## src/rtl/tdtq_pkg.sv

```systemverilog
// Shared types, constants and helpers of the sorted deadline timer queue.
package tdtq_pkg;

  localparam int NUM_TIMERS = 16;
  localparam int TIME_BITS  = 32;
  localparam int ID_W       = 4;
  localparam int DUR_W      = 32;
  localparam int MAX_OUT    = 16;
  localparam int CNT_W      = $clog2(MAX_OUT + 1);
  localparam int IN_W       = 40;
  localparam int OUT_W      = 8;

  typedef logic [TIME_BITS-1:0] time_t;
  typedef logic [ID_W-1:0]      tid_t;

  typedef enum logic [1:0] {
    OP_ARM_ONESHOT  = 2'd0,
    OP_ARM_PERIODIC = 2'd1,
    OP_CANCEL       = 2'd2,
    OP_TICK         = 2'd3
  } op_t;

  typedef enum logic [1:0] {
    CMD_NOP,
    CMD_REMOVE,
    CMD_POP,
    CMD_INSERT
  } cmd_op_t;

  typedef enum logic [2:0] {
    ST_IDLE,
    ST_ARM_INS,
    ST_POP,
    ST_REARM,
    ST_FLUSH
  } state_t;

  typedef struct packed {
    logic  valid;
    tid_t  id;
    time_t dl;
    time_t per;
  } entry_t;

  typedef struct packed {
    cmd_op_t op;
    tid_t    id;
    time_t   dl;
    time_t   per;
  } chain_cmd_t;

  localparam entry_t EMPTY_ENT = '0;

  // True when a lies strictly after b on the wrapping time line.
  function automatic logic is_after(time_t a, time_t b);
    time_t d;
    d = a - b;
    return (d != '0) && !d[TIME_BITS-1];
  endfunction

endpackage

```

## src/rtl/tdtq_cell.sv

```systemverilog
// One cell of the sorted timer chain: holds a single queue entry.
module tdtq_cell (
  input  logic                   clk,
  input  logic                   rst,
  input  tdtq_pkg::chain_cmd_t   cmd,
  input  tdtq_pkg::entry_t       prev_ent,
  input  tdtq_pkg::entry_t       next_ent,
  input  logic                   rm_in,
  input  logic                   ins_in,
  output tdtq_pkg::entry_t       ent,
  output logic                   rm_out,
  output logic                   ins_out
);
  import tdtq_pkg::*;

  entry_t ent_next;
  logic   hit_rm;
  logic   hit_ins;

  always_comb begin
    hit_rm  = (cmd.op == CMD_REMOVE) && ent.valid && (ent.id == cmd.id);
    rm_out  = rm_in | hit_rm;
    // The first empty cell or the first later deadline takes the new entry.
    hit_ins = !ent.valid || is_after(ent.dl, cmd.dl);
    ins_out = ins_in | hit_ins;
    ent_next = ent;
    case (cmd.op)
      CMD_REMOVE, CMD_POP: begin
        if (rm_out) ent_next = next_ent;
      end
      CMD_INSERT: begin
        if (ins_in) begin
          ent_next = prev_ent;
        end else if (hit_ins) begin
          ent_next.valid = 1'b1;
          ent_next.id    = cmd.id;
          ent_next.dl    = cmd.dl;
          ent_next.per   = cmd.per;
        end
      end
      default: ;
    endcase
  end

  always_ff @(posedge clk) begin
    if (rst) begin
      ent.valid <= 1'b0;
    end else begin
      ent <= ent_next;
    end
  end

endmodule

```

## src/rtl/tdtq_chain.sv

```systemverilog
// Row of timer cells kept sorted by deadline, head at cell zero.
module tdtq_chain (
  input  logic                 clk,
  input  logic                 rst,
  input  tdtq_pkg::chain_cmd_t cmd,
  output tdtq_pkg::entry_t     head,
  output logic                 full
);
  import tdtq_pkg::*;

  entry_t ents [NUM_TIMERS];
  logic   rm_c  [NUM_TIMERS+1];
  logic   ins_c [NUM_TIMERS+1];

  // A pop shifts the whole row; a removal shifts from the matching cell on.
  assign rm_c[0]  = (cmd.op == CMD_POP);
  assign ins_c[0] = 1'b0;

  for (genvar i = 0; i < NUM_TIMERS; i++) begin : g_cell
    entry_t prev_e;
    entry_t next_e;
    if (i == 0) begin : g_first
      assign prev_e = EMPTY_ENT;
    end else begin : g_mid
      assign prev_e = ents[i-1];
    end
    if (i == NUM_TIMERS - 1) begin : g_last
      assign next_e = EMPTY_ENT;
    end else begin : g_inner
      assign next_e = ents[i+1];
    end
    tdtq_cell u_cell (
      .clk      (clk),
      .rst      (rst),
      .cmd      (cmd),
      .prev_ent (prev_e),
      .next_ent (next_e),
      .rm_in    (rm_c[i]),
      .ins_in   (ins_c[i]),
      .ent      (ents[i]),
      .rm_out   (rm_c[i+1]),
      .ins_out  (ins_c[i+1])
    );
  end

  assign head = ents[0];
  assign full = ents[NUM_TIMERS-1].valid;

endmodule

```

## src/rtl/sorted_deadline_timer_queue.sv

```systemverilog
// Top level of the sorted deadline timer queue: request decode, tick sequencer, result stage.
//
// This block keeps up to sixteen timers in a chain of cells sorted by deadline,
// nearest first, with timers of equal deadline kept in the order they were armed.
// Each request carries an op: arm one-shot, arm periodic, cancel, or tick. Arming
// sets the deadline to the current time plus the duration and replaces any entry
// the timer already had; a periodic timer keeps the duration as its period, and a
// period of zero makes it a one-shot timer. Arming a new timer while all cells are
// busy is dropped. A tick advances the time by one and then pops every timer at the
// head whose deadline is not after the new time, using a wrapping signed compare;
// each popped timer id leaves on the result channel, and the final one of the tick
// carries tlast. A timer expires at most once per tick and a tick yields at most
// sixteen results; whatever remains due stays queued for the next tick. A tick that
// finds nothing due yields no result. Requests are taken one at a time: a cancel
// is a single removal, an arm is a removal and then an insert into the chain, and a
// tick runs the accept, one pop per expired timer with a sorted re-insert after each
// periodic one, the check that finds the head not due, and the final result hand-off.
// Each chain operation (a removal, a pop or a sorted insert) occupies the whole row of
// cells. A stall on the result channel holds the tick back.
// After reset the queue is empty and the time is zero.
module sorted_deadline_timer_queue (
  input  logic                         clk,
  input  logic                         rst,
  input  logic                         s_tvalid,
  output logic                         s_tready,
  // Fields from bit 0 up: op[1:0], timer_id[5:2], duration[37:6], zero pad.
  input  logic [tdtq_pkg::IN_W-1:0]    s_tdata,
  output logic                         m_tvalid,
  input  logic                         m_tready,
  // Fields from bit 0 up: expired_timer_id[3:0], zero pad.
  output logic [tdtq_pkg::OUT_W-1:0]   m_tdata,
  output logic                         m_tlast
);
  import tdtq_pkg::*;

  // Request fields.
  op_t               in_op;
  tid_t              in_id;
  logic [DUR_W-1:0]  in_dur;
  logic              id_ok;

  assign in_op  = op_t'(s_tdata[1:0]);
  assign in_id  = s_tdata[ID_W+1:2];
  assign in_dur = s_tdata[DUR_W+ID_W+1:ID_W+2];
  assign id_ok  = (32'(in_id) < NUM_TIMERS);

  // Sequencer state and working registers.
  state_t                  state, state_next;
  time_t                   now, now_next;
  tid_t                    ins_id, ins_id_next;
  time_t                   ins_dl, ins_dl_next;
  time_t                   ins_per, ins_per_next;
  logic [NUM_TIMERS-1:0]   popped, popped_next;
  logic [CNT_W-1:0]        n_out, n_out_next;

  // The newest popped id waits here until we know whether it is the last one.
  logic pend_valid, pend_valid_next;
  tid_t pend_id, pend_id_next;

  // Output register.
  logic out_valid, out_valid_next;
  tid_t out_id, out_id_next;
  logic out_last, out_last_next;

  chain_cmd_t cmd;
  entry_t     head;
  logic       full;
  logic       out_free;
  logic       due;

  tdtq_chain u_chain (
    .clk  (clk),
    .rst  (rst),
    .cmd  (cmd),
    .head (head),
    .full (full)
  );

  assign out_free = !out_valid || m_tready;

  // The head expires when it is due now, has not already fired this tick, and the tick is under its result cap.
  assign due = head.valid && !popped[head.id] && (n_out < CNT_W'(MAX_OUT)) &&
               !is_after(head.dl, now);

  always_comb begin
    state_next      = state;
    now_next        = now;
    ins_id_next     = ins_id;
    ins_dl_next     = ins_dl;
    ins_per_next    = ins_per;
    popped_next     = popped;
    n_out_next      = n_out;
    pend_valid_next = pend_valid;
    pend_id_next    = pend_id;
    out_valid_next  = out_valid;
    out_id_next     = out_id;
    out_last_next   = out_last;
    cmd.op  = CMD_NOP;
    cmd.id  = ins_id;
    cmd.dl  = ins_dl;
    cmd.per = ins_per;
    s_tready = (state == ST_IDLE);

    if (out_valid && m_tready) out_valid_next = 1'b0;

    case (state)
      ST_IDLE: begin
        if (s_tvalid) begin
          case (in_op)
            OP_ARM_ONESHOT, OP_ARM_PERIODIC: begin
              if (id_ok) begin
                // Drop any old entry first; the insert follows next cycle.
                cmd.op       = CMD_REMOVE;
                cmd.id       = in_id;
                ins_id_next  = in_id;
                ins_dl_next  = now + TIME_BITS'(in_dur);
                ins_per_next = (in_op == OP_ARM_PERIODIC) ? TIME_BITS'(in_dur) : '0;
                state_next   = ST_ARM_INS;
              end
            end
            OP_CANCEL: begin
              if (id_ok) begin
                cmd.op = CMD_REMOVE;
                cmd.id = in_id;
              end
            end
            OP_TICK: begin
              now_next    = now + 1'b1;
              popped_next = '0;
              n_out_next  = '0;
              state_next  = ST_POP;
            end
            default: ;
          endcase
        end
      end

      ST_ARM_INS: begin
        if (!full) cmd.op = CMD_INSERT;
        state_next = ST_IDLE;
      end

      ST_POP: begin
        if (due) begin
          if (!pend_valid || out_free) begin
            cmd.op                = CMD_POP;
            popped_next[head.id]  = 1'b1;
            n_out_next            = n_out + 1'b1;
            pend_valid_next       = 1'b1;
            pend_id_next          = head.id;
            if (pend_valid) begin
              out_valid_next = 1'b1;
              out_id_next    = pend_id;
              out_last_next  = 1'b0;
            end
            if (head.per != '0) begin
              ins_id_next  = head.id;
              ins_dl_next  = now + head.per;
              ins_per_next = head.per;
              state_next   = ST_REARM;
            end
          end
        end else begin
          state_next = ST_FLUSH;
        end
      end

      ST_REARM: begin
        cmd.op     = CMD_INSERT;
        state_next = ST_POP;
      end

      ST_FLUSH: begin
        if (!pend_valid) begin
          state_next = ST_IDLE;
        end else if (out_free) begin
          out_valid_next  = 1'b1;
          out_id_next     = pend_id;
          out_last_next   = 1'b1;
          pend_valid_next = 1'b0;
          state_next      = ST_IDLE;
        end
      end

      default: state_next = ST_IDLE;
    endcase
  end

  always_ff @(posedge clk) begin
    if (rst) begin
      state      <= ST_IDLE;
      now        <= '0;
      pend_valid <= 1'b0;
      out_valid  <= 1'b0;
    end else begin
      state      <= state_next;
      now        <= now_next;
      pend_valid <= pend_valid_next;
      out_valid  <= out_valid_next;
    end
  end

  always_ff @(posedge clk) begin
    ins_id   <= ins_id_next;
    ins_dl   <= ins_dl_next;
    ins_per  <= ins_per_next;
    popped   <= popped_next;
    n_out    <= n_out_next;
    pend_id  <= pend_id_next;
    out_id   <= out_id_next;
    out_last <= out_last_next;
  end

  assign m_tvalid = out_valid;
  assign m_tdata  = OUT_W'(out_id);
  assign m_tlast  = out_last;

endmodule

```

## config.mk

```make
export PLATFORM = sky130hd
export DESIGN_NAME = sorted_deadline_timer_queue
export DESIGN_NICKNAME = d
export VERILOG_FILES = /design/src/rtl/tdtq_pkg.sv /design/src/rtl/tdtq_cell.sv /design/src/rtl/tdtq_chain.sv /design/src/rtl/sorted_deadline_timer_queue.sv
export SDC_FILE = /design/constraint.sdc
export NUM_CORES = 2
export LEC_CHECK = 0
export BUFFER_PORTS_ARGS = -buffer_cell sky130_fd_sc_hd__buf_2
export CAP_MARGIN = 10
export CORE_MARGIN = 2
export CORE_UTILIZATION = 50
export DETAILED_ROUTE_END_ITERATION = 7
export GPL_TIMING_DRIVEN = 0
export PLACE_DENSITY = 0.7
export SETUP_SLACK_MARGIN = 0.05
export SKIP_CTS_REPAIR_TIMING = 1
export SYNTH_ARGS = -nofsm -noshare
export SYNTH_HDL_FRONTEND = slang
export SYNTH_HIERARCHICAL = 1
export SYNTH_SLANG_ARGS = --single-unit
```

## constraint.sdc

```tcl
create_clock -name clk -period 37.6 [get_ports clk]
set_input_delay 3.76 -clock clk [delete_from_list [all_inputs] [get_ports clk]]
set_output_delay 3.76 -clock clk [all_outputs]
set_load 0.02 [all_outputs]
```

### Word level (Yosys, flattened, before mapping)

Cells that the tools add are included.
W data, S select, Z words.

| cells by class | value |
|---|---|
| add/sub/neg operators | 21 |
| magnitude comparators | 3 |
| equality and inequality tests | 71 |
| multiplexer cells | 135 |
| bitwise logic cells | 32 |
| reduce and logical (&&, ||, !) cells | 174 |

Operators with widths:

| cell | count |
|---|---|
| $mux W69 | 47 |
| $pmux W69 S2 | 16 |
| $reduce_bool A32 Y1 | 18 |
| $sub A32 B32 Y32 | 17 |
| $mux W32 | 11 |
| $pmux W32 S2 | 2 |
| $add A32 B32 Y32 | 2 |
| $eq A4 B4 Y1 | 16 |
| $mux W16 | 4 |
| $reduce_and A4 Y1 | 16 |
| $reduce_and A3 Y1 | 19 |
| $logic_and A1 B1 Y1 | 54 |
| $ne A3 B3 Y1 const B | 18 |
| $ne A2 B2 Y1 const B | 24 |
| $mux W4 | 11 |
| $logic_not A1 Y1 | 37 |
| $add A32 B1 Y32 const B | 1 |
| $pmux W16 S2 | 1 |
| $mux W5 | 6 |
| $or A1 B1 Y1 | 30 |
| $logic_or A1 B1 Y1 | 18 |
| $mux W3 | 6 |
| $mux W1 | 17 |
| $or A16 B16 Y16 | 1 |
| 28 further kinds | 44 |

| storage, ports and cells | value |
|---|---|
| bits in registers | 1,239 |
| input bits | 44 |
| output and inout bits | 11 |
| logic and storage cells | 512 |

### Logic depth before layout (Yosys ltp)

| logic depth | value |
|---|---|
| depth in word-level cells | 29 |
| depth in mapped cells | 68 |
| depth with buffers taken out | 47 |

### By module

Netlist, hierarchy kept.

By module, submodules not included:

| module | instances | cells an instance | area an instance (um^2) |
|---|---|---|---|
| tdtq_cell at u_chain.g_cell[12].u_cell ... | 7 | 667 | 5,854.4 |
| tdtq_cell at u_chain.g_cell[4].u_cell ... | 5 | 639 | 5,711.7 |
| tdtq_cell at u_chain.g_cell[0].u_cell ... | 3 | 687 | 6,002.0 |
| sorted_deadline_timer_queue | 1 | 1,050 | 9,394.0 |
| tdtq_cell at u_chain.g_cell[9].u_cell | 1 | 637 | 5,611.6 |
| tdtq_chain | 1 | 2 | 17.5 |

### Worst setup path after synthesis

Ideal clock, no wire load.

| timing path | value |
|---|---|
| kind | reg-to-reg |
| start | reg ins_dl[1] |
| end | reg u_chain/g_cell[15].u_cell/ent[0] (netlist name) (enable) |
| setup time | 0.578 ns |
| arrival time | 19.240 ns |
| data required time | 37.022 ns |
| setup slack | 17.781 ns |
| stages on the path, launching flop included | 66 |
| path buffers | 27 |
| clock period less this slack | 19.819 ns |
| cells stage by stage | edfxtp_1 > inv_1 > ha_1 > nor2b_1 > o2111ai_2 > a2111o_1 > a31oi_1 > xor2_1 > a21oi_1 > nand4_1 > or3_1 > nand2_1 > nand2_1 > clkbuf_1 > buf_1 > buf_1 > nand3b_1 > clkbuf_1 > [30 not listed] > nand2_1 > clkbuf_1 > buf_1 > buf_1 > nand3b_1 > clkbuf_1 > buf_1 > buf_1 > nand3b_1 > clkbuf_1 > buf_1 > buf_1 > nand3b_1 > clkbuf_1 > nand3b_1 > a21oi_1 > nor4b_2 > nor3_1 |

RTL lines:

| element | RTL line | text |
|---|---|---|
| from (decl) | sorted_deadline_timer_queue.sv:51 | `time_t ins_dl, ins_dl_next;` |
| from (signal assigned) | sorted_deadline_timer_queue.sv:205 | `ins_dl <= ins_dl_next;` |
| to (signal assigned) | tdtq_cell.sv:49 | `ent <= ent_next;` |
| to (decl) | tdtq_cell.sv:10 | `output tdtq_pkg::entry_t ent,` |

==> results.toml <==
[global_route]
antenna_found_initial = 5
grt.total_usage_pct = 36.13
grt_start_max_net_pins = 51
grt_overflow = 0
grt_pass1_vias = 92430
grt_pass1_wl_mm = 578.9

[die]
dieArea_mm2 = 0.2087
ios = 55
start_util_pct = 50.22
dieWidth_um = 456.9
die_y_um = 456.9
core_area_mm2 = 0.2042
rows = 166

[hold_path]
hold_start = "pend_valid$_SDFFE_PP0P_"
hold_path_class = "flop to flop"

[layout]
post-route-util_pct = 56.14
finalNetCount = 12780
layout-drive-gt1-share_pct = 6.515
synthToLayoutAreaGrowth_pct = 11.79
seq_area_mm2 = 0.03668
fill_cells = 18090
multi_input_area_mm2 = 0.06106

[drt]
via_per_inst = 6.623
postRouteAntennaNets = 0
wl_mm = 396.6
wl_per_cell_um = 26.59
first_pass_iters = 8
routed-via-count = 98760
dr.first_iter.drc_count = 13630
drc = 0

[yosys]
synth_cells = 11610
syn_area_per_cell_um2 = 8.832
netlist_area_mm2 = 0.1025
yosys_warnings = 6

[timing]
final-setup-viol-count = 0
setup_tns_ns = 0
hold_viol_final = 0
worst_slew_pin_slew_ns = 1.352
rsz0062_at_grt = "false"
setup_ws_ns = 9.662
fin_crit_sh_pct = 74.30
max_freq_ghz = 0.03579
fin_skew_ns = 0.04005
drv_slew = 0
slew_headroom_pct = 9.705
fin_crit_ns = 27.94

[pwr]
p_total_mw = 4.344
powerDensity_mw_per_mm2 = 37.90
peakVddDrop_mv = 0.03948
p_leak_nw = 51.99

[placed_design]
dp_slack_ns = 11.27
dp_hpwl_mm = 315.2
gp_congestion = 1.016
place.port_buffers = 48

[clock_tree]
root_buffer = "clkbuf_16"
htreeDepth = 4
cts_buffer_depth = 3
cts_made_buffers = 142
clk_latency_ns = 0.81
tritoncts = "built"
cts.sinks = 1239
clk_pin_slew_worst_paths_ns = 0.06

[critical_path]
cp.required_ns = 38.08
r2r_start = "ins_dl[18]$_DFFE_PP_"
worstPathMaxFanout = 13
slowest_delay_ns = 1.15
cp.arrival_ns = 28.42
critical_path_class = "flop to flop"
end_kind = "flop"
crit_slowest_cell = "edfxtp_1"
cp-start-kind = "flop"
crit_top_cell = "clkbuf_1"
critPathLaunch = "ins_dl[18]$_DFFE_PP_"

[flow_run]
maxCapViolations = 0

[run_status]
status = "completed"
## path summary, 6_finish.rpt
check,to,slack (ns),cells after the start
setup / recovery,u_chain/g_cell[15].u_cell/ent[5]$_DFFE_PP_,9.66,70
hold / removal,pend_valid$_SDFFE_PP0P_,0.51,2
setup reg to reg,u_chain/g_cell[15].u_cell/ent[5]$_DFFE_PP_,9.66,70
hold reg to reg,pend_valid$_SDFFE_PP0P_,0.51,2
## state kept, by name (all words and copies together) (netlist names)
register	flops
now	32
u_chain/g_cell.u_cell/ent	1104
m_tvalid	1
popped	16
ins_dl	32
out_id	4
ins_per	32
m_tlast	1
n_out	5
pend_valid	1
state	3
ins_id	4
pend_id	4
## through the flow
stage               area, um2  instances  hold WS (ns)
CTS                    114600      14910        0.5124
detailed placement     110200      14650        0.5027
finish                 114600      14910        0.5119
global placement       106700      14490        0.4923
floorplan              103100      11750        0.4003
global route           114600      14910        0.5390
## cell usage in the layout (no fill, tap or decap), types with 94 or more instances in the layout
master,instances
a211oi_1,94
a21o_1,207
nor3_1,198
buf_2,129
ha_1,608
edfxtp_1,1186
nand4_1,167
clkbuf_16,142
xor2_1,150
xnor2_1,147
inv_1,748
mux2i_1,1127
nand3_1,199
o21a_1,103
buf_1,129
a21oi_1,1666
clkbuf_1,450
o21ai_0,414
a31oi_1,96
nor2_1,1481
nand2_1,702
conb_1,143
## power by group
part           leakage [nW]  switching, mW  internal, mW  total, mW
registers              11.4          0.142          1.65       1.79
clock network          2.16          0.603         0.746       1.35
logic                  38.4          0.764         0.437       1.20
## layout make-up
type                            count  share of cell area, %
Buffer                            652                  2.307
Sequential cell                  1239                  31.99
Inverter                          748                  2.449
Clock buffer                      182                  3.301
Tap cell                         2688                  2.934
Antenna cell                        5                0.01092
Multi-Input combinational cell   9112                  53.27
Clock inverter                     71                 0.5600
Timing Repair Buffer              214                  3.172
## worst max-delay path, delay by kind of cell (launching register included)
| family | cells | cell delay (ns) |
|---|---|---|
| buffers and inverters | 39 | 20.60 |
| AND/OR/NAND/NOR | 20 | 3.77 |
| AO/OA/AOI/OAI | 9 | 1.45 |
| flip-flops | 1 | 1.15 |
| adder cells (fa/ha/maj) | 1 | 0.32 |
| XOR/XNOR | 1 | 0.17 |
## routing by layer
metal | vias up | wire (um) | track usage [%]
li1 | 43950 | - | -
met1 | 47450 | 160500 | 49.76
met2 | 6241 | 164700 | 52.89
met3 | 1106 | 49460 | 9.069
met4 | 6 | 21880 | 17.22
met5 | - | 58 | 0
Power figures use the tool's default switching activity.
